**config.mk**
```make
export PLATFORM = sky130hd
export DESIGN_NAME = brbq_outq_flat
export DESIGN_NICKNAME = d
export VERILOG_FILES = /design/src/rtl/brbq_pkg.sv /design/src/rtl/brbq_ifs.sv /design/src/rtl/brbq_outq.sv /design/src/flat_wrapper.sv
export SDC_FILE = /design/constraint.sdc
export NUM_CORES = 1
export LEC_CHECK = 0
export BUFFER_PORTS_ARGS = -buffer_cell sky130_fd_sc_hd__buf_2
export CAP_MARGIN = 20
export CELL_PAD_IN_SITES_DETAIL_PLACEMENT = 1
export CELL_PAD_IN_SITES_GLOBAL_PLACEMENT = 2
export CORE_MARGIN = 2
export CORE_UTILIZATION = 37
export CTS_CLUSTER_SIZE = 40
export DETAILED_ROUTE_END_ITERATION = 16
export GPL_TIMING_DRIVEN = 0
export PLACE_DENSITY_LB_ADDON = 0.1
export SKIP_CTS_REPAIR_TIMING = 1
export SYNTH_ARGS = -nofsm -noshare
export SYNTH_HDL_FRONTEND = slang
export SYNTH_SLANG_ARGS = --single-unit
```
**constraint.sdc**
```tcl
create_clock -name clk -period 3 [get_ports clk]
set_clock_uncertainty 0.15 [all_clocks]
set_input_delay 0.45 -clock clk [delete_from_list [all_inputs] [get_ports clk]]
set_output_delay 0.45 -clock clk [all_outputs]
set_load 0.005 [all_outputs]
```
**src/rtl/brbq_pkg.sv**
```systemverilog
`timescale 1ns / 1ps
// ----------------------------------------------------------------------------
// Byte ring buffer queue package
// Shared sizes, operation and status codes, state and result types.
// ----------------------------------------------------------------------------
package brbq_pkg;

    localparam int DEPTH      = 1024;
    localparam int PTR_W      = $clog2(DEPTH);
    localparam int LEN_W      = $clog2(DEPTH + 1);
    localparam int READ_MAX   = 64;
    localparam int REMAIN_W   = $clog2(READ_MAX + 1);
    localparam int DATA_W     = 8;
    localparam int OP_W       = 2;
    localparam int COUNT_W    = 10;
    localparam int STATUS_W   = 2;
    localparam int LEVEL_W    = 2;

    localparam logic [OP_W-1:0] OP_PUSH = 2'd0;
    localparam logic [OP_W-1:0] OP_READ = 2'd1;
    localparam logic [OP_W-1:0] OP_POP  = 2'd2;

    localparam logic [STATUS_W-1:0] STATUS_OK     = 2'd0;
    localparam logic [STATUS_W-1:0] STATUS_REJECT = 2'd1;
    localparam logic [STATUS_W-1:0] STATUS_RANGE  = 2'd2;

    typedef enum logic {
        ST_IDLE,
        ST_READ
    } brbq_state_t;

    typedef struct packed {
        logic [DATA_W-1:0]   data_out;
        logic [STATUS_W-1:0] status;
        logic                last;
        logic [PTR_W-1:0]    occupancy;
    } brbq_result_t;

    typedef struct packed {
        logic [LEVEL_W-1:0] level;
        logic               pop;
    } brbq_qstat_t;

endpackage

```
**src/rtl/brbq_ifs.sv**
```systemverilog


interface brbq_out_if;
    logic                          valid;
    logic                          ready;
    logic [brbq_pkg::DATA_W-1:0]   data_out;
    logic [brbq_pkg::STATUS_W-1:0] status;
    logic                          last;
    logic [brbq_pkg::PTR_W-1:0]    occupancy;

    modport source (output valid, data_out, status, last, occupancy, input ready);
    modport sink   (input valid, data_out, status, last, occupancy, output ready);
endinterface

```
**src/rtl/brbq_outq.sv**
```systemverilog
`timescale 1ns / 1ps
// ----------------------------------------------------------------------------
// Byte ring buffer queue result queue
// Two-entry result buffer that decouples the controller from the receiver.
// ----------------------------------------------------------------------------
module brbq_outq (
    input  logic                   clk,
    input  logic                   rst_n,
    input  logic                   push,
    input  brbq_pkg::brbq_result_t push_data,
    output brbq_pkg::brbq_qstat_t  stat,
    brbq_out_if.source             out_ch
);
    import brbq_pkg::*;

    brbq_result_t       entry_reg [2];
    logic               head_reg;
    logic               head_next;
    logic [LEVEL_W-1:0] level_reg;
    logic [LEVEL_W-1:0] level_next;
    logic               pop;
    logic               tail;

    assign pop  = out_ch.valid && out_ch.ready;
    assign tail = head_reg ^ level_reg[0];

    always_comb
    begin
        head_next  = head_reg ^ pop;
        level_next = level_reg + LEVEL_W'(push) - LEVEL_W'(pop);
    end

    always_ff @(posedge clk or negedge rst_n)
    begin
        if (!rst_n)
        begin
            head_reg  <= 1'b0;
            level_reg <= '0;
        end
        else
        begin
            head_reg  <= head_next;
            level_reg <= level_next;
        end
    end

    always_ff @(posedge clk)
    begin
        if (push)
        begin
            entry_reg[tail] <= push_data;
        end
    end

    assign out_ch.valid     = (level_reg != '0);
    assign out_ch.data_out  = entry_reg[head_reg].data_out;
    assign out_ch.status    = entry_reg[head_reg].status;
    assign out_ch.last      = entry_reg[head_reg].last;
    assign out_ch.occupancy = entry_reg[head_reg].occupancy;

    assign stat.level = level_reg;
    assign stat.pop   = pop;

    a_level_bound: assert property (@(posedge clk) disable iff (!rst_n)
        level_reg != 2'd3)
        else $error("Result queue level out of range.");

    a_no_overflow: assert property (@(posedge clk) disable iff (!rst_n)
        (level_reg == 2'd2 && !pop) |-> !push)
        else $error("Result queue written while full.");

endmodule

```
**src/flat_wrapper.sv**
```systemverilog
// flat-port wrapper written by rule: the top's interface ports become plain ports
module brbq_outq_flat import brbq_pkg::*;
  (clk, rst_n, push, push_data, stat, out_ch_valid, out_ch_data_out, out_ch_status, out_ch_last, out_ch_occupancy, out_ch_ready);
  brbq_out_if out_ch_i ();
  input  logic clk;
  input  logic rst_n;
  input  logic push;
  input  brbq_pkg::brbq_result_t push_data;
  output brbq_pkg::brbq_qstat_t stat;
  output wire logic [$bits(out_ch_i.valid)-1:0] out_ch_valid;
  output wire logic [$bits(out_ch_i.data_out)-1:0] out_ch_data_out;
  output wire logic [$bits(out_ch_i.status)-1:0] out_ch_status;
  output wire logic [$bits(out_ch_i.last)-1:0] out_ch_last;
  output wire logic [$bits(out_ch_i.occupancy)-1:0] out_ch_occupancy;
  input wire logic [$bits(out_ch_i.ready)-1:0] out_ch_ready;
  assign out_ch_valid = out_ch_i.valid;
  assign out_ch_data_out = out_ch_i.data_out;
  assign out_ch_status = out_ch_i.status;
  assign out_ch_last = out_ch_i.last;
  assign out_ch_occupancy = out_ch_i.occupancy;
  assign out_ch_i.ready = out_ch_ready;
  brbq_outq u_core (.clk(clk), .rst_n(rst_n), .push(push), .push_data(push_data), .stat(stat), .out_ch(out_ch_i));
endmodule
```
### Word level (Yosys, flattened, before mapping)

Memories as Yosys holds them, arrays and structs flattened.
Cells that the tools add are included.

* bits in registers: 3
* memories kept: 1
* bits in writable memories: 42
* logic and storage cells: 11

* bitwise operators: 2
* muxes and demuxes: 2
* reduce and logical (&&, ||, !) cells: 2
* add/subtract/negate cells: 2

Memories
* u_core.entry_reg: words 2, bits a word 21, read ports 1, clocked after Yosys merged registers in 0, wr ports 1, line brbq_outq.sv:16 `brbq_result_t entry_reg [2];`

Operators with widths (number)
* $add 2x1->2: 1
* $mux 1: 2
* $reduce_bool 2->1: 1
* $sub 2x1->2: 1
* $xor 1x1->1: 2
* $logic_and 1x1->1: 1

### Depth between registers and ports, before layout

* word-level depth: 3
* depth in mapped cells: 6

### Worst setup path after synthesis

OpenSTA, ideal clock, no wires.

* kind: register to register
* start: reg u_core.head_reg
* end: mem u_core.entry_reg[1][0] in the netlist's numbering (enable)
* setup time: 0.401 ns
* arrival: 1.592 ns
* period minus slack after synthesis: 2.143 ns
* buffers on the path: 1
* cell stages (with the launch flop): 4
* setup slack: 0.857 ns
* cell sequence: dfrtp_1 buf_6 xnor2_1 nor2b_1

* word-level cells in the longest chain between the ends: 1

RTL lines
* from (decl): line brbq_outq.sv:17 `logic head_reg;`
* from (signal assigned): line brbq_outq.sv:42 `head_reg <= head_next;`
* $xor 1x1->1: line brbq_outq.sv:25 `assign tail = head_reg ^ level_reg[0];`
* to (decl): line brbq_outq.sv:16

No other way between the ends.

### Final worst setup path

* start: reg u_core.head_reg
* end: mem u_core.entry_reg[0][7] in the netlist's numbering (enable)

The elaborated chain is that of the path after synthesis.

==> key figures <==
Clock tree
  • Worst skew pair latency: 290 ps
  • # clock sinks: 45
  • Num CTS Buffers: 5
  • Root Driver: clkbuf_8
  • Clk buf depth: 2
  • Clock transition at the registers of the reported paths: 80 ps
  • H-tree levels: 2
  • CTS tree: done

Global routing
  • Vias in the first global route: 961
  • First-pass GRT wire length: 4730 µm
  • Largest net degree at the start of global routing: 22
  • GRT overflow: 0
  • Antenna violations before repair: 0
  • Total GRT Usage: 12.4%

Layout
  • Inserted Diodes: 0
  • Most frequent cells in the layout: 49 x buf_2, 42 x edfxtp_1, 19 x mux2_4
  • Max reg flops: 42
  • Nets: 167
  • Share of cells above drive strength 1: 59.6%
  • Leading cell type in the layout, fill and taps excluded: buf_2
  • Synthesis-to-finish area growth: 26.1%
  • # fillers: 458

Floorplan
  • Top Ports: 50
  • Initial Util: 38.3%
  • Core Box Area: 4690 µm²
  • Num rows: 25
  • DIE WIDTH: 73.7 µm
  • Chip height: 73.7 µm
  • Die area: 5430 µm²

Critical path
  • Critical Path End Type: register
  • Slowest Stage Delay on Critical Path: 820 ps
  • CP Class: reg -> reg
  • CP max-delay cell: and2_1
  • CP max FO: 21
  • Startpoint Class: register
  • Buf/Inv on CP: 1
  • CP required: 2770 ps
  • Arrival time worst endpoint: 1830 ps
  • Crit path cell chain: buf_6 -> xnor2_1 -> and2_1
  • Largest delay share family, worst path: simple AND/OR/NAND/NOR gates

STA
  • Tcrit/Tclk final: 68.7%
  • Fmax: 0.485 GHz
  • RSZ-0062 raised after global routing: false
  • Final setup fails: 0
  • Final min period: 2060 ps
  • Slew Viols, Final: 0
  • Worst slew margin: 33.6%
  • Worst-Margin Slew: 996 ps
  • Final Hold Vio Count: 0
  • Setup TNS: 0 ps

Detailed routing
  • Final wirelength: 3030 µm
  • DR vias: 895
  • Wire per inst: 15.5 µm
  • Vias/cell: 4.59
  • DRT Pass-1 Iters: 2
  • # DRC: 0
  • Detail Route Antenna Nets: 0
  • Initial DRC count: 15

Pwr
  • Power Density: 1070 nW/µm²
  • Gate power share: 38.5%
  • Pwr Total: 2.41 mW
  • Lkg Pwr: 0.937 nW
  • Power Internal: 1.75 mW
  • Worst ir drop on vdd: 0.496 mV
  • Seq pwr share: 42.2%
  • Share of power burned in the clock network: 19.3%
  • P_sw: 0.663 mW
  • Sw Ratio: 27.4%

Yosys
  • Synth cell types: 15
  • Syn Area/Cell: 21.9 µm²
  • Synth Register Bits: 45
  • Seq/Total Area, Yosys: 74.4%
  • Syn_nets: 109
  • Cell Area, Synth: 1800 µm²
  • Synth Warn #: 0
  • Synth Instances: 82

Outcome
  • Status: finished, final reports clean

Place
  • IO Port Bufs: 49
  • Global placement routability congestion: 0.587
  • Post-DP HPWL: 2060 µm

Job
  • Max-Cap Viols: 0

Worst hold path
  • Min-Delay Path Class: in -> reg
==> worst paths after layout <==
kind	startpoint	endpoint	slack, ps	depth (start not counted)
setup / recovery	u_core.head_reg	u_core.entry_reg[0][7]	940	3
hold / removal	push_data[13]	u_core.entry_reg[0][13]	190	1
setup reg to reg	u_core.head_reg	u_core.entry_reg[0][7]	940	3
hold reg to reg	u_core.level_reg[1]	u_core.level_reg[1]	570	2
max in group asynchronous	rst_n	u_core.level_reg[1]	2260	2
min in group asynchronous	rst_n	u_core.head_reg	330	2
==> synth_stat cells <==
master	number	area, µm²
o21a_1	1	7.51
xor2_1	1	8.76
and2_1	1	6.26
xnor2_1	3	26.3
edfxtp_1	42	1260
inv_1	2	7.51
buf_4	1	7.51
or2_2	1	6.26
ha_1	2	25.0
mux2_4	19	285
buf_6	1	11.3
mux2_2	2	22.5
nor2b_1	1	6.26
dfrtp_1	3	75.1
buf_12	2	40.0
==> layer usage <==
metal  global-route usage [%]  routed length [µm]  vias up
met5                        0                   0        -
met2                     20.1                1560       33
met1                     14.3                1190      431
met3                     4.80                 220        8
met4                     6.06                  60        0
li1                         -                   -      423
==> through the flow <==
step                      cell area, µm²  hold slack (ps)  utilization, %  cells  worst slack (ps)
after CTS                           2260             -218            48.1    194               858
after global placement              2110             98.8            45.0    185               236
after detailed placement            2140              105            45.6    186               861
after floorplan                     1800             4.41               -     82               857
final                               2270              191            48.3    195               939
after global routing                2270              172            48.3    195               785
==> cell families (layout without fill, tap and decap cells) <==
family | count (synthesis) | in the layout | synth area share [%]
compound gates | 1 | 1 | 0.418
xor+xnor | 4 | 4 | 1.95
fa+ha+maj | 2 | 2 | 1.39
buf+inv | 6 | 65 | 3.69
flops | 45 | 45 | 74.4
mux | 21 | 21 | 17.1
simple gates | 3 | 3 | 1.05
==> layout make-up <==
class                   instances  area (µm²)  share of cell area, %
multi-input cells              31         397                   17.5
flip-flops and latches         45        1340                   59.0
clock inverters                 1        30.0                   1.33
repair buffers                 51         283                   12.5
plain buffers                   4        58.8                   2.60
clock buffers                   7        86.3                   3.81
inverters                       2        7.51                  0.331
well taps                      54        67.6                   2.98
==> power groups by stage <==
stage               registers [mW]  clock network [mW]  logic, mW
finish                        1.02               0.466      0.930
global route                  1.04               0.505       1.02
CTS                           1.02               0.480      0.957
detailed placement            1.04                   0      0.956
global placement              1.03                   0      0.882
floorplan                     1.02                   0      0.607
No activity file was read; power rests on OpenSTA's default activity.
