**src/rtl/brbq_pkg.sv**
```systemverilog
`timescale 1ns / 1ps
// ----------------------------------------------------------------------------
// Byte ring buffer queue package
// Shared sizes, operation and status codes, state and result types.
// ----------------------------------------------------------------------------
package brbq_pkg;

    localparam int DEPTH      = 1024;
    localparam int PTR_W      = $clog2(DEPTH);
    localparam int LEN_W      = $clog2(DEPTH + 1);
    localparam int READ_MAX   = 64;
    localparam int REMAIN_W   = $clog2(READ_MAX + 1);
    localparam int DATA_W     = 8;
    localparam int OP_W       = 2;
    localparam int COUNT_W    = 10;
    localparam int STATUS_W   = 2;
    localparam int LEVEL_W    = 2;

    localparam logic [OP_W-1:0] OP_PUSH = 2'd0;
    localparam logic [OP_W-1:0] OP_READ = 2'd1;
    localparam logic [OP_W-1:0] OP_POP  = 2'd2;

    localparam logic [STATUS_W-1:0] STATUS_OK     = 2'd0;
    localparam logic [STATUS_W-1:0] STATUS_REJECT = 2'd1;
    localparam logic [STATUS_W-1:0] STATUS_RANGE  = 2'd2;

    typedef enum logic {
        ST_IDLE,
        ST_READ
    } brbq_state_t;

    typedef struct packed {
        logic [DATA_W-1:0]   data_out;
        logic [STATUS_W-1:0] status;
        logic                last;
        logic [PTR_W-1:0]    occupancy;
    } brbq_result_t;

    typedef struct packed {
        logic [LEVEL_W-1:0] level;
        logic               pop;
    } brbq_qstat_t;

endpackage

```
**src/rtl/brbq_ifs.sv**
```systemverilog
`timescale 1ns / 1ps
// ----------------------------------------------------------------------------
// Byte ring buffer queue channel interfaces
// Valid and ready handshake channels for request beats and result beats.
// ----------------------------------------------------------------------------
interface brbq_in_if;
    logic                          valid;
    logic                          ready;
    logic [brbq_pkg::OP_W-1:0]     op;
    logic [brbq_pkg::DATA_W-1:0]   data_in;
    logic                          run_first;
    logic [brbq_pkg::COUNT_W-1:0]  count;
    logic [brbq_pkg::PTR_W-1:0]    offset;

    modport source (output valid, op, data_in, run_first, count, offset, input ready);
    modport sink   (input valid, op, data_in, run_first, count, offset, output ready);
endinterface


```
**src/rtl/brbq_ctrl.sv**
```systemverilog
`timescale 1ns / 1ps
// ----------------------------------------------------------------------------
// Byte ring buffer queue controller
// Pointer state, push, pop and read sequencing against the byte store.
// ----------------------------------------------------------------------------
module brbq_ctrl (
    input  logic                       clk,
    input  logic                       rst_n,
    input  logic                       cfg_we,
    input  logic [brbq_pkg::LEN_W-1:0] cfg_wdata,
    brbq_in_if.sink                    in_ch,
    input  brbq_pkg::brbq_qstat_t      q_stat,
    output logic                       q_push,
    output brbq_pkg::brbq_result_t     q_data,
    output logic                       ram_we,
    output logic [brbq_pkg::PTR_W-1:0] ram_waddr,
    output logic [brbq_pkg::DATA_W-1:0] ram_wdata,
    output logic                       ram_re,
    output logic [brbq_pkg::PTR_W-1:0] ram_raddr,
    input  logic [brbq_pkg::DATA_W-1:0] ram_rdata
);
    import brbq_pkg::*;

    brbq_state_t         state_reg, state_next;
    logic [LEN_W-1:0]    len_reg, len_next;
    logic [PTR_W-1:0]    wp_reg, wp_next;
    logic [PTR_W-1:0]    rp_reg, rp_next;
    logic                run_acc_reg, run_acc_next;
    logic [PTR_W-1:0]    raddr_reg, raddr_next;
    logic [REMAIN_W-1:0] remain_reg, remain_next;
    logic [PTR_W-1:0]    occ_hold_reg, occ_hold_next;
    logic                pend_reg, pend_next;
    logic                pend_last_reg, pend_last_next;

    logic [LEN_W-1:0]    occ_w;
    logic [PTR_W-1:0]    occ;
    logic [LEN_W-1:0]    space;
    logic [LEN_W-1:0]    wp_inc;
    logic [LEN_W-1:0]    start_w;
    logic [LEN_W-1:0]    rp_adv;
    logic [LEN_W-1:0]    raddr_inc;
    logic [PTR_W-1:0]    pop_n;
    logic [LEVEL_W-1:0]  avail;
    logic [LEVEL_W:0]    inflight;
    logic                accept;
    logic                push_ok;
    logic                read_bad;
    logic                issue;
    logic [LEN_W-1:0]    len_sat;

    always_comb
    begin
        occ_w = {1'b0, wp_reg} - {1'b0, rp_reg};
        if (wp_reg < rp_reg)
        begin
            occ_w = occ_w + len_reg;
        end
        occ   = occ_w[PTR_W-1:0];
        space = len_reg - LEN_W'(1) - {1'b0, occ};

        wp_inc = {1'b0, wp_reg} + LEN_W'(1);
        if (wp_inc == len_reg)
        begin
            wp_inc = '0;
        end

        start_w = {1'b0, rp_reg} + {1'b0, in_ch.offset};
        if (start_w >= len_reg)
        begin
            start_w = start_w - len_reg;
        end

        pop_n  = (in_ch.count < occ) ? in_ch.count : occ;
        rp_adv = {1'b0, rp_reg} + {1'b0, pop_n};
        if (rp_adv >= len_reg)
        begin
            rp_adv = rp_adv - len_reg;
        end

        raddr_inc = {1'b0, raddr_reg} + LEN_W'(1);
        if (raddr_inc == len_reg)
        begin
            raddr_inc = '0;
        end

        read_bad = (in_ch.count > COUNT_W'(READ_MAX))
                || (({1'b0, in_ch.offset} + {1'b0, in_ch.count}) > {1'b0, occ});

        if (cfg_wdata < LEN_W'(2))
        begin
            len_sat = LEN_W'(2);
        end
        else if (cfg_wdata > LEN_W'(DEPTH))
        begin
            len_sat = LEN_W'(DEPTH);
        end
        else
        begin
            len_sat = cfg_wdata;
        end
    end

    assign avail       = q_stat.level - LEVEL_W'(q_stat.pop);
    assign inflight    = {1'b0, avail} + (LEVEL_W+1)'(pend_reg);
    assign in_ch.ready = (state_reg == ST_IDLE) && !pend_reg && (avail != 2'd2);
    assign accept      = in_ch.valid && in_ch.ready;
    assign issue       = (state_reg == ST_READ) && (inflight < 3'd2);

    always_comb
    begin
        state_next     = state_reg;
        len_next       = len_reg;
        wp_next        = wp_reg;
        rp_next        = rp_reg;
        run_acc_next   = run_acc_reg;
        raddr_next     = raddr_reg;
        remain_next    = remain_reg;
        occ_hold_next  = occ_hold_reg;
        pend_next      = 1'b0;
        pend_last_next = pend_last_reg;
        push_ok        = 1'b0;

        q_push         = 1'b0;
        q_data         = '0;
        ram_we         = 1'b0;
        ram_waddr      = wp_reg;
        ram_wdata      = in_ch.data_in;
        ram_re         = 1'b0;
        ram_raddr      = raddr_reg;

        case (state_reg)
            ST_IDLE:
            begin
                if (accept)
                begin
                    case (in_ch.op)
                        OP_PUSH:
                        begin
                            if (in_ch.run_first)
                            begin
                                run_acc_next = ({1'b0, in_ch.count} <= space);
                            end
                            push_ok          = run_acc_next && (space != '0);
                            q_push           = 1'b1;
                            q_data.last      = 1'b1;
                            if (push_ok)
                            begin
                                ram_we           = 1'b1;
                                wp_next          = wp_inc[PTR_W-1:0];
                                q_data.status    = STATUS_OK;
                                q_data.occupancy = occ + PTR_W'(1);
                            end
                            else
                            begin
                                q_data.status    = STATUS_REJECT;
                                q_data.occupancy = occ;
                            end
                        end
                        OP_READ:
                        begin
                            if (read_bad)
                            begin
                                q_push           = 1'b1;
                                q_data.status    = STATUS_RANGE;
                                q_data.last      = 1'b1;
                                q_data.occupancy = occ;
                            end
                            else if (in_ch.count != '0)
                            begin
                                state_next    = ST_READ;
                                raddr_next    = start_w[PTR_W-1:0];
                                remain_next   = in_ch.count[REMAIN_W-1:0];
                                occ_hold_next = occ;
                            end
                        end
                        OP_POP:
                        begin
                            rp_next          = rp_adv[PTR_W-1:0];
                            q_push           = 1'b1;
                            q_data.status    = STATUS_OK;
                            q_data.last      = 1'b1;
                            q_data.occupancy = occ - pop_n;
                        end
                        default:
                        begin
                        end
                    endcase
                end
            end
            ST_READ:
            begin
                if (issue)
                begin
                    ram_re         = 1'b1;
                    pend_next      = 1'b1;
                    pend_last_next = (remain_reg == REMAIN_W'(1));
                    raddr_next     = raddr_inc[PTR_W-1:0];
                    remain_next    = remain_reg - REMAIN_W'(1);
                    if (remain_reg == REMAIN_W'(1))
                    begin
                        state_next = ST_IDLE;
                    end
                end
            end
            default:
            begin
                state_next = ST_IDLE;
            end
        endcase

        if (pend_reg)
        begin
            q_push           = 1'b1;
            q_data.data_out  = ram_rdata;
            q_data.status    = STATUS_OK;
            q_data.last      = pend_last_reg;
            q_data.occupancy = occ_hold_reg;
        end

        if (cfg_we)
        begin
            len_next     = len_sat;
            wp_next      = '0;
            rp_next      = '0;
            run_acc_next = 1'b0;
        end
    end

    always_ff @(posedge clk or negedge rst_n)
    begin
        if (!rst_n)
        begin
            state_reg   <= ST_IDLE;
            len_reg     <= LEN_W'(DEPTH);
            wp_reg      <= '0;
            rp_reg      <= '0;
            run_acc_reg <= 1'b0;
            remain_reg  <= '0;
            pend_reg    <= 1'b0;
        end
        else
        begin
            state_reg   <= state_next;
            len_reg     <= len_next;
            wp_reg      <= wp_next;
            rp_reg      <= rp_next;
            run_acc_reg <= run_acc_next;
            remain_reg  <= remain_next;
            pend_reg    <= pend_next;
        end
    end

    always_ff @(posedge clk)
    begin
        raddr_reg     <= raddr_next;
        occ_hold_reg  <= occ_hold_next;
        pend_last_reg <= pend_last_next;
    end

    a_wp_range: assert property (@(posedge clk) disable iff (!rst_n)
        ({1'b0, wp_reg} < len_reg) && ({1'b0, rp_reg} < len_reg))
        else $error("Queue pointer beyond the buffer length.");

    a_read_remain: assert property (@(posedge clk) disable iff (!rst_n)
        (state_reg == ST_READ) |-> (remain_reg != '0))
        else $error("Read sequencer active with nothing left to fetch.");

    a_pend_last: assert property (@(posedge clk) disable iff (!rst_n)
        (pend_reg && pend_last_reg) |-> (state_reg == ST_IDLE))
        else $error("Final read beat fetched while the sequencer still runs.");

    a_pend_blocks: assert property (@(posedge clk) disable iff (!rst_n)
        pend_reg |-> !in_ch.ready)
        else $error("Request taken while a read beat is in flight.");

endmodule

```
**src/flat_wrapper.sv**
```systemverilog
// flat-port wrapper written by rule: the top's interface ports become plain ports
module brbq_ctrl_flat import brbq_pkg::*;
  (clk, rst_n, cfg_we, cfg_wdata, q_stat, q_push, q_data, ram_we, ram_waddr, ram_wdata, ram_re, ram_raddr, ram_rdata, in_ch_valid, in_ch_op, in_ch_data_in, in_ch_run_first, in_ch_count, in_ch_offset, in_ch_ready);
  brbq_in_if in_ch_i ();
  input  logic clk;
  input  logic rst_n;
  input  logic cfg_we;
  input  logic [brbq_pkg::LEN_W-1:0] cfg_wdata;
  input  brbq_pkg::brbq_qstat_t q_stat;
  output logic q_push;
  output brbq_pkg::brbq_result_t q_data;
  output logic ram_we;
  output logic [brbq_pkg::PTR_W-1:0] ram_waddr;
  output logic [brbq_pkg::DATA_W-1:0] ram_wdata;
  output logic ram_re;
  output logic [brbq_pkg::PTR_W-1:0] ram_raddr;
  input  logic [brbq_pkg::DATA_W-1:0] ram_rdata;
  input wire logic [$bits(in_ch_i.valid)-1:0] in_ch_valid;
  input wire logic [$bits(in_ch_i.op)-1:0] in_ch_op;
  input wire logic [$bits(in_ch_i.data_in)-1:0] in_ch_data_in;
  input wire logic [$bits(in_ch_i.run_first)-1:0] in_ch_run_first;
  input wire logic [$bits(in_ch_i.count)-1:0] in_ch_count;
  input wire logic [$bits(in_ch_i.offset)-1:0] in_ch_offset;
  output wire logic [$bits(in_ch_i.ready)-1:0] in_ch_ready;
  assign in_ch_i.valid = in_ch_valid;
  assign in_ch_i.op = in_ch_op;
  assign in_ch_i.data_in = in_ch_data_in;
  assign in_ch_i.run_first = in_ch_run_first;
  assign in_ch_i.count = in_ch_count;
  assign in_ch_i.offset = in_ch_offset;
  assign in_ch_ready = in_ch_i.ready;
  brbq_ctrl u_core (.clk(clk), .rst_n(rst_n), .cfg_we(cfg_we), .cfg_wdata(cfg_wdata), .in_ch(in_ch_i), .q_stat(q_stat), .q_push(q_push), .q_data(q_data), .ram_we(ram_we), .ram_waddr(ram_waddr), .ram_wdata(ram_wdata), .ram_re(ram_re), .ram_raddr(ram_raddr), .ram_rdata(ram_rdata));
endmodule
```
**config.mk**
```make
export PLATFORM = sky130hd
export DESIGN_NAME = brbq_ctrl_flat
export DESIGN_NICKNAME = d
export VERILOG_FILES = /design/src/rtl/brbq_pkg.sv /design/src/rtl/brbq_ifs.sv /design/src/rtl/brbq_ctrl.sv /design/src/flat_wrapper.sv
export SDC_FILE = /design/constraint.sdc
export NUM_CORES = 1
export LEC_CHECK = 0
export ABC_CLOCK_PERIOD_IN_PS = 8050
export BUFFER_PORTS_ARGS = -buffer_cell sky130_fd_sc_hd__buf_2
export CORE_ASPECT_RATIO = 0.6
export CORE_MARGIN = 5
export CORE_UTILIZATION = 55
export CTS_CLUSTER_DIAMETER = 100
export DETAILED_ROUTE_END_ITERATION = 8
export GPL_TIMING_DRIVEN = 0
export PLACE_DENSITY = 0.81
export SLEW_MARGIN = 20
export SYNTH_ARGS = -nofsm -noshare
export SYNTH_HDL_FRONTEND = slang
export SYNTH_SLANG_ARGS = --single-unit
```
**constraint.sdc**
```tcl
create_clock -name clk -period 8.05 [get_ports clk]
set_clock_uncertainty 0.15 [all_clocks]
set_input_delay 0.4025 -clock clk [delete_from_list [all_inputs] [get_ports clk]]
set_output_delay 0.4025 -clock clk [all_outputs]
set_load 0.1 [all_outputs]
```
# Yosys cells after proc, flatten, opt, wreduce, memory -nomap -nowiden
# Cells that the tools add are included.
[totals] reg_bits=62 in_bits=57 out_inout_bits=53
[classes] add_sub_neg=16 order_cmp=10 n_eq_ne=12 n_mux=62 n_bitwise=2 reduce_logical=21
[op_table] cell="two-way mux 10 bit" n=21
[op_table] cell="subtractor 10 bit" n=4
[op_table] cell="two-way mux 13 bit" n=3
[op_table] cell="one-hot mux 13 bit (3 select lines)" n=1
[op_table] cell="two-way mux 7 bit" n=5
[op_table] cell="adder 10 x 10 -> 11 bit" n=3
[op_table] cell="two-way mux 1 bit" n=25
[op_table] cell="adder 10 x 1 -> 11 bit, second input constant" n=2
[op_table] cell="== test 11 bit" n=2
[op_table] cell=">= comparator 11 bit" n=2
[op_table] cell="two-way mux 11 bit" n=2
[op_table] cell="two-way mux 21 bit" n=1
[op_table] cell="< comparator 10 bit" n=2
[op_table] cell="one-hot mux 10 bit (2 select lines)" n=1
[op_table] cell="one-hot mux 7 bit (2 select lines)" n=1
[op_table] cell="inequality test 2 bit, second input constant" n=6
[op_table] cell="> comparator 11 x 10 -> 1 bit" n=1
[op_table] cell="> comparator 11 bit, second input constant" n=1
[op_table] cell="less-or-equal comparator 10 x 11 -> 1 bit" n=1
[op_table] cell="< comparator 11 x 2 -> 1 bit, second input constant" n=1
[op_table] cell="nonzero test 11 bit" n=1
[op_table] cell="subtractor 11 x 1 -> 11 bit, second input constant" n=1
[op_table] cell="subtractor 11 x 10 -> 11 bit" n=1
[op_table] cell="adder 10 x 1 -> 10 bit, second input constant" n=1
[op_table] cell="23 further kinds" n=34

# Logic depth before layout (Yosys ltp)
# Gate-level depths: netlist of the first run.
[logic_depth] word_depth=15 ltp_mapped=43

# Worst setup path after synthesis of the first run
# OpenSTA, ideal clock, no wires.
[synth_path] path_kind="register to output" from="reg u_core.wp_reg[0] (netlist: u_core.ram_waddr[0])" to="out q_data[1] (netlist name)" t_arrival_ps=10405 setup_slack_ps=-2907 stages_incl_launch_ff=29 path_buffers=1 cell_sequence="dfrtp_1 inv_1 ha_1 fa_1 nor2b_1 o31a_2 o21ai_1 a31o_2 buf_2 nand2_1 a21boi_0 inv_1 ha_1 a211o_1 a21oi_1 a21oi_1 o41ai_1 mux2i_1 o221ai_1 or4_4 and2_2 ha_1 o21ai_0 o21bai_1 nand3b_1 a21oi_1 a31o_4 a21boi_4 o311ai_0"
[synth_rtl] element="start: declaration" line="brbq_ctrl.sv:26" text="logic [PTR_W-1:0] wp_reg, wp_next;"
[synth_rtl] element="start signal: assignment" line="brbq_ctrl.sv:245" text="wp_reg <= wp_next;"
[synth_rtl] element="end: declaration" line="flat_wrapper.sv:11" text="output brbq_pkg::brbq_result_t q_data;"

# Worst setup path in the final report of the first run
[layout_path] from="reg u_core.rp_reg[0]" to="reg u_core.rp_reg[5]"
[layout_between] elab_chain_len=12 word_cells_on_any_way=14 classes_between="add/sub (4); order compare (3); mux (7)"
[layout_rtl] element="start: declaration" line="brbq_ctrl.sv:27" text="logic [PTR_W-1:0] rp_reg, rp_next;"
[layout_rtl] element="start signal: assignment" line="brbq_ctrl.sv:246" text="rp_reg <= rp_next;"
[layout_rtl] element="subtractor 10 bit" line="brbq_ctrl.sv:53" text="occ_w = {1'b0, wp_reg} - {1'b0, rp_reg};"
[layout_rtl] element="adder 10 bit" line="brbq_ctrl.sv:56" text="occ_w = occ_w + len_reg;"
[layout_rtl] element="two-way mux 10 bit" line="brbq_ctrl.sv:54" text="if (wp_reg < rp_reg)"
[layout_rtl] element="< comparator 10 bit" line="brbq_ctrl.sv:73" text="pop_n = (in_ch.count < occ) ? in_ch.count : occ;"
[layout_rtl] element="two-way mux 10 bit" line="brbq_ctrl.sv:73"
[layout_rtl] element="adder 10 x 10 -> 11 bit (*)" line="brbq_ctrl.sv:74" text="rp_adv = {1'b0, rp_reg} + {1'b0, pop_n};"
[layout_rtl] element="subtractor 10 bit or >= comparator 11 bit (tied branches)" line="brbq_ctrl.sv:77, brbq_ctrl.sv:75"
[layout_rtl] element="two-way mux 10 bit (*)" line="brbq_ctrl.sv:75" text="if (rp_adv >= len_reg)"
[layout_rtl] element="two-way mux 10 bit (*)" line="brbq_ctrl.sv:136" text="case (in_ch.op)"
[layout_rtl] element="two-way mux 10 bit (*)" line="brbq_ctrl.sv:134" text="if (accept)"
[layout_rtl] element="two-way mux 10 bit (*)" line="brbq_ctrl.sv:131" text="case (state_reg)"
[layout_rtl] element="two-way mux 10 bit (*)" line="brbq_ctrl.sv:220" text="if (cfg_we)"
# Mark *: on every way between the ends. The rest lies on a longest branch, timed or not. The select of a mux whose other input is x is not followed.
# A chain may end at the register's enable or synchronous reset.

==> results of run 1 <==
[final cells by class]
type,count,area share (%)
timing repair buffer,155,8.97
multi-input combinational,893,65.8
clock buffer,13,2.47
clock inverter,3,0.160
buffer,33,1.94
tap,203,2.31
inverter,84,3.03
sequential,62,15.3
[critical path: cells and delay by family, from the launching register on]
kind / cells / cell delay [ns]
adder cells (fa/ha/maj): 5 / 1.47
AO/OA/AOI/OAI: 13 / 2.35
buffers and inverters: 6 / 0.92
multiplexers: 1 / 0.32
AND/OR/NAND/NOR: 12 / 1.80
XOR/XNOR: 3 / 0.48
flip-flops: 1 / 0.50
[logic make-up after synthesis]
| family | Yosys count |
|---|---|
| AND/OR/NAND/NOR | 324 |
| AO/OA/AOI/OAI | 307 |
| adder cells (fa/ha/maj) | 132 |
| buffers and inverters | 117 |
| XOR/XNOR | 94 |
| flip-flops | 62 |
| multiplexers | 36 |
[synth_stat cells, types with 4 or more instances]
master     number
a211o_1         8
a211oi_1       14
a21boi_0        7
a21o_1         19
a21oi_1        71
a22oi_1         7
a31o_2          4
a31oi_1         8
and2_1         12
and3_1          7
buf_4           9
clkbuf_1       19
dfrtp_1        40
edfxtp_1       21
fa_1            9
ha_1          123
inv_1          84
mux2_2          9
mux2i_1        27
nand2_1        69
nand2b_1       19
nand3_1        34
nand3b_1        5
nand4_1        16
nor2_1         79
nor2b_1        17
nor3_1         31
nor3b_1         5
nor4_1          9
o211ai_1        7
o21a_1         14
o21ai_0        46
o21bai_1       20
o22ai_1        20
o2bb2ai_1       4
o311ai_0        4
o31ai_1         7
o41ai_1         4
or2_2           4
or3_1           4
xnor2_1        64
xor2_1         29
[report_power, final]
part	leakage (nW)	internal [mW]	total, mW	switching [mW]
Clock	0.141	0.235	0.393	0.158
Combinational	4.14	0.967	2.60	1.63
Sequential	0.717	0.403	0.477	0.0739
[per-layer routing]
metal | routed length, um | up-vias | global-route usage, %
met5 | 0 | - | 0
met4 | 853 | 0 | 6.83
met3 | 4500 | 89 | 11.3
met2 | 12900 | 597 | 44.3
met1 | 13700 | 4450 | 44.8
li1 | - | 4271 | -
[metrics by stage]
step | util [%] | instance area (um2) | total power, mW | cells
2_1_floorplan | - | 8930 | 2.21 | 1072
6_report | 70.6 | 11000 | 3.47 | 1446
4_1_cts | 66.5 | 10300 | 3.19 | 1412
3_3_place_gp | 62.2 | 9680 | 2.62 | 1374
3_5_place_dp | 62.3 | 9690 | 2.68 | 1375
5_1_grt | 70.6 | 11000 | 3.64 | 1446
[timing repair]
item | in CTS | in global routing
buffers inserted | 21 | 33
pin swaps | 11 | 44
endpoints found under the hold margin | 0 | 40
resized for setup | 55 | 86
endpoints found under the setup margin | 22 | 22
hold buffers | 0 | 1
[worst paths after layout]
check / startpoint / slack (ns) / endpoint
min reg2reg: u_core.remain_reg[6] / 0.41 / u_core.remain_reg[6]
max in group asynchronous: rst_n / 6.84 / u_core.rp_reg[3]
max: u_core.rp_reg[0] / -0.05 / u_core.rp_reg[5]
min: cfg_wdata[9] / 0.18 / u_core.len_reg[9]
min in group asynchronous: rst_n / 0.46 / u_core.ram_waddr[0]
max reg2reg: u_core.rp_reg[0] / -0.05 / u_core.rp_reg[5]
==> results.sh, run 1 <==
export IMPL_finalWirelength_um=31900
export IMPL_layout_common_cells="113 x ha_1, 91 x buf_2, 77 x nor2_1, 74 x inv_1, 67 x nand2_1"
export IMPL_cts_tree="yes"
export IMPL_drt_wirelength_per_cell_um=22.1
export IMPL_drv_slew=0
export IMPL_grt_remaining_overflow=0
export IMPL_clk_latency_ns=0.35
export IMPL_crit_path_top_delay_cell="dfrtp_2"
export IMPL_startpoint_type="register"
export IMPL_synth_compound_area_share_pct=24.2
export IMPL_dr_pass1_iters=6
export IMPL_io_buffers=99
export IMPL_synth_fa_ha_area_share_pct=19.5
export IMPL_rows=35
export IMPL_ys_seq_elements=62
export IMPL_antennaDiodeCount=0
export IMPL_synth_simple_gate_area_share_pct=18.3
export IMPL_grt_usage_pct=31.1
export IMPL_slew_headroom_pct=44.5
export IMPL_status="finished with violations"
export IMPL_cpPeakStageDelay_ns=0.50
export IMPL_async_flop_share_pct=66.1
export IMPL_min_path_type="in2reg"
export IMPL_synthFlopType="dfrtp_1"
export IMPL_final_fill_count=1192
export IMPL_cts_buffers=9
export IMPL_cp_arrival_ns=8.21
export IMPL_place_congestion=0.987
export IMPL_hold_path_depth=3
export IMPL_synthXorXnorAreaFrac_pct=9.41
export IMPL_place_hpwl_um=23200
export IMPL_h_tree_depth=3
export IMPL_antenna_found_initial=0
export IMPL_drive_above_1_share_pct=25.5
export IMPL_worst_slew_pin_transition_ns=0.822
export IMPL_synth_cell_types=85
export IMPL_p_leak_nw=4.99
export IMPL_avgSynthCellArea_um2=8.23
export IMPL_synth_area_top_cells="ha_1 17%, dfrtp_1 11%, edfxtp_1 7.1%"
export IMPL_final_common_cell="ha_1"
export IMPL_nNetsFinal=1427
export IMPL_end_kind="register"
export IMPL_area_growth_pct=24.4
export IMPL_cap_violations=0
export IMPL_seq_area_frac_synth_pct=18.8
export IMPL_ir_drop_v=0.000248
export IMPL_num_vias=9407
export IMPL_vias_per_cell=6.51
export IMPL_setup_violations=5
export IMPL_min_period_over_period_pct=101
export IMPL_cts_clk_slew_worst_paths_ns=0.07
export IMPL_finalHoldViolCount=0
export IMPL_ant_nets=0
export IMPL_root_buffer="clkbuf_16"
export IMPL_worst_slack_ns=-0.0466
export IMPL_syn_area_um2=8820
export IMPL_synth_edf_count=21
export IMPL_synth_top_area_cell="ha_1"
export IMPL_fmax_ghz=0.124
export IMPL_clock_tree_buffer_depth=2
export IMPL_r2r_cells=40
export IMPL_drtIter0Drc=1320
export IMPL_grt_pass1_wl_um=46000
export IMPL_clock_sinks=62
export IMPL_violations="negative setup slack"
export IMPL_floorplan_initialDensity_pct=56.8
export IMPL_synth_mux_area_share_pct=4.21
export IMPL_multi_input_area_um2=7230
export IMPL_regArea_um2=1680
export IMPL_die_area_um2=18800
export IMPL_final_min_clock_period_ns=8.10
export IMPL_die_w_um=174
export IMPL_grt_max_degree=42
export IMPL_yosysWarnings=0
export IMPL_ioPinCount=110
export IMPL_synth_nets=1261
export IMPL_place_ws_ns=-1.12
export IMPL_p_per_area_nw_per_um2=316
export IMPL_netlist_instances=1072
export IMPL_synth_top_family_by_area="compound AO/OA/AOI/OAI gates"
export IMPL_largest_reg_flops=11
export IMPL_finalSetupTns_ns=-0.142
export IMPL_die_h_um=108
export IMPL_synth_top_area_share_pct=17.4
export IMPL_fp_coreArea_um2=15500
export IMPL_drc=0
export IMPL_worstPathMaxFanout=10
export IMPL_grt_pass1_vias=8417
export IMPL_worstSetupPathType="reg2reg"
export IMPL_required_ns=8.16
export IMPL_holdWs_ns=0.175
(Power assumes the default switching activity.)
==> run 2: changes to the inputs <==
CORE_ASPECT_RATIO = not set   (was 0.6)
==> results.sh, run 2 (synthesis gave the netlist of run 1 again) <==
export IMPL_end_kind="register"
export IMPL_io_buffers=99
export IMPL_clock_sinks=62
export IMPL_clock_tree_buffer_depth=2
export IMPL_finalHoldViolCount=0
export IMPL_p_leak_nw=4.93
export IMPL_rows=46
export IMPL_hp_start="cfg_wdata[4]"
export IMPL_clk_latency_ns=0.35
export IMPL_drt_wirelength_per_cell_um=20.6
export IMPL_required_ns=8.12
export IMPL_status="finished, final reports clean"
export IMPL_dp_cells=1387
export IMPL_design_area_um2=10800
export IMPL_final_fill_count=1192
export IMPL_worst_slew_pin_transition_ns=0.959
export IMPL_place_hpwl_um=21600
export IMPL_cap_violations=0
export IMPL_dpl_instance_area_um2=9700
export IMPL_area_growth_pct=22.7
export IMPL_startpoint_type="register"
export IMPL_num_vias=9255
export IMPL_p_total_mw=3.44
export IMPL_min_path_type="in2reg"
export IMPL_drtIter0Drc=980
export IMPL_grt_pass1_vias=8496
export IMPL_antenna_found_initial=0
export IMPL_nNetsFinal=1415
export IMPL_largest_reg_flops=11
export IMPL_die_area_um2=18700
export IMPL_cts_clk_slew_worst_paths_ns=0.06
export IMPL_worstPathMaxFanout=7
export IMPL_root_buffer="clkbuf_16"
export IMPL_p_per_area_nw_per_um2=317
export IMPL_setup_violations=0
export IMPL_cts_tree="yes"
export IMPL_min_period_over_period_pct=99.4
export IMPL_grt_max_degree=42
export IMPL_vias_per_cell=6.39
export IMPL_drv_slew=0
export IMPL_cp_startpoint="u_core.rp_reg[3]"
export IMPL_cp_arrival_ns=8.07
export IMPL_layout_common_cells="117 x ha_1, 91 x buf_2, 77 x nor2_1, 75 x inv_1, 67 x nand2_1"
export IMPL_ioPinCount=110
export IMPL_floorplan_initialDensity_pct=55.8
export IMPL_drive_above_1_share_pct=24.0
export IMPL_fin_cells=1448
export IMPL_reg2reg_from="u_core.rp_reg[3]"
export IMPL_grt_remaining_overflow=0
export IMPL_grt_usage_pct=30.8
export IMPL_final_common_cell="ha_1"
export IMPL_cts_buffers=9
export IMPL_dr_pass1_iters=5
export IMPL_cpPeakStageDelay_ns=0.44
export IMPL_drc=0
export IMPL_fp_coreArea_um2=15800
export IMPL_final_min_clock_period_ns=8.00
export IMPL_ir_drop_v=0.000416
export IMPL_h_tree_depth=3
export IMPL_fmax_ghz=0.125
export IMPL_finalWirelength_um=29800
export IMPL_rsz0062_at_grt="yes"
export IMPL_crit_top_cell="ha_1"
export IMPL_die_h_um=137
export IMPL_crit_path_top_delay_cell="dfrtp_2"
export IMPL_grt_pass1_wl_um=44700
export IMPL_ant_nets=0
export IMPL_slew_headroom_pct=35.2
export IMPL_die_w_um=137
export IMPL_worstSetupPathType="reg2reg"
export IMPL_place_congestion=0.976
## run 2: routing by layer
| layer | track usage [%] | part of all wire [%] |
|---|---|---|
| met5 | 0 | 0 |
| met4 | 14.3 | 5.4 |
| met3 | 4.74 | 11 |
| met2 | 49.4 | 45 |
| met1 | 40.8 | 39 |
## run 2: path summary, 6_finish.rpt
kind                                   endpoint  slack [ns]  cells after the start
setup / recovery               u_core.rp_reg[0]        0.05                     39
hold / removal                u_core.len_reg[4]        0.16                      3
setup reg to reg               u_core.rp_reg[0]        0.05                     39
hold reg to reg            u_core.remain_reg[6]        0.42                      2
max in group asynchronous   u_core.ram_waddr[0]        6.87                      2
min in group asynchronous  u_core.remain_reg[6]        0.45                      2
## run 2: final cells by class
cell class                      instances  area, um2  share of cell area, %
Multi-Input combinational cell        893       7140                   65.9
Sequential cell                        62       1670                   15.5
Timing Repair Buffer                  143        883                   8.16
Inverter                               84        328                   3.03
Tap cell                              216        270                   2.50
Clock buffer                            9        225                   2.08
Buffer                                 33        209                   1.93
Clock inverter                          7       97.6                  0.901
Antenna cell                            1       2.50                 0.0231
## run 2: metrics by stage
stage / TNS (ns) / hold WS, ns / util, % / setup WS, ns
2_1_floorplan: 0 / -0.0431 / - / 0.0217
3_3_place_gp: -6.71 / 0.387 / 61.2 / -0.819
3_5_place_dp: -7.76 / 0.396 / 61.3 / -0.921
4_1_cts: 0 / 0.107 / 65.0 / 0.0140
5_1_grt: -1.45 / 0.175 / 68.4 / -0.168
6_report: 0 / 0.160 / 68.4 / 0.0466
## run 2: worst max-delay path: cells and delay by family, from the launching register on
kind	cells	cell delay (ns)
muxes	2	0.54
buffers and inverters	6	0.85
adders and majority gates	6	1.79
AOI/OAI and AO/OA	13	2.62
xor gates and xnor gates	2	0.39
and+or+nand+nor	10	1.09
DFF	1	0.44
## run 2: repair_timing
item | CTS | global route
hold buffers | 0 | 1
endpoints found under the setup margin | 21 | 22
endpoints found under the hold margin | 0 | 40
cloned | 0 | 0
pin swaps | 8 | 44
buffers inserted | 18 | 25
gates resized for setup | 39 | 80
## run 2: power by group
group          leakage, nW  internal [mW]  switching, mW  total (mW)
logic                 4.05          0.955           1.57        2.52
clock network        0.160          0.272          0.166       0.438
registers            0.721          0.403         0.0734       0.476
total                 4.93           1.63           1.81        3.44
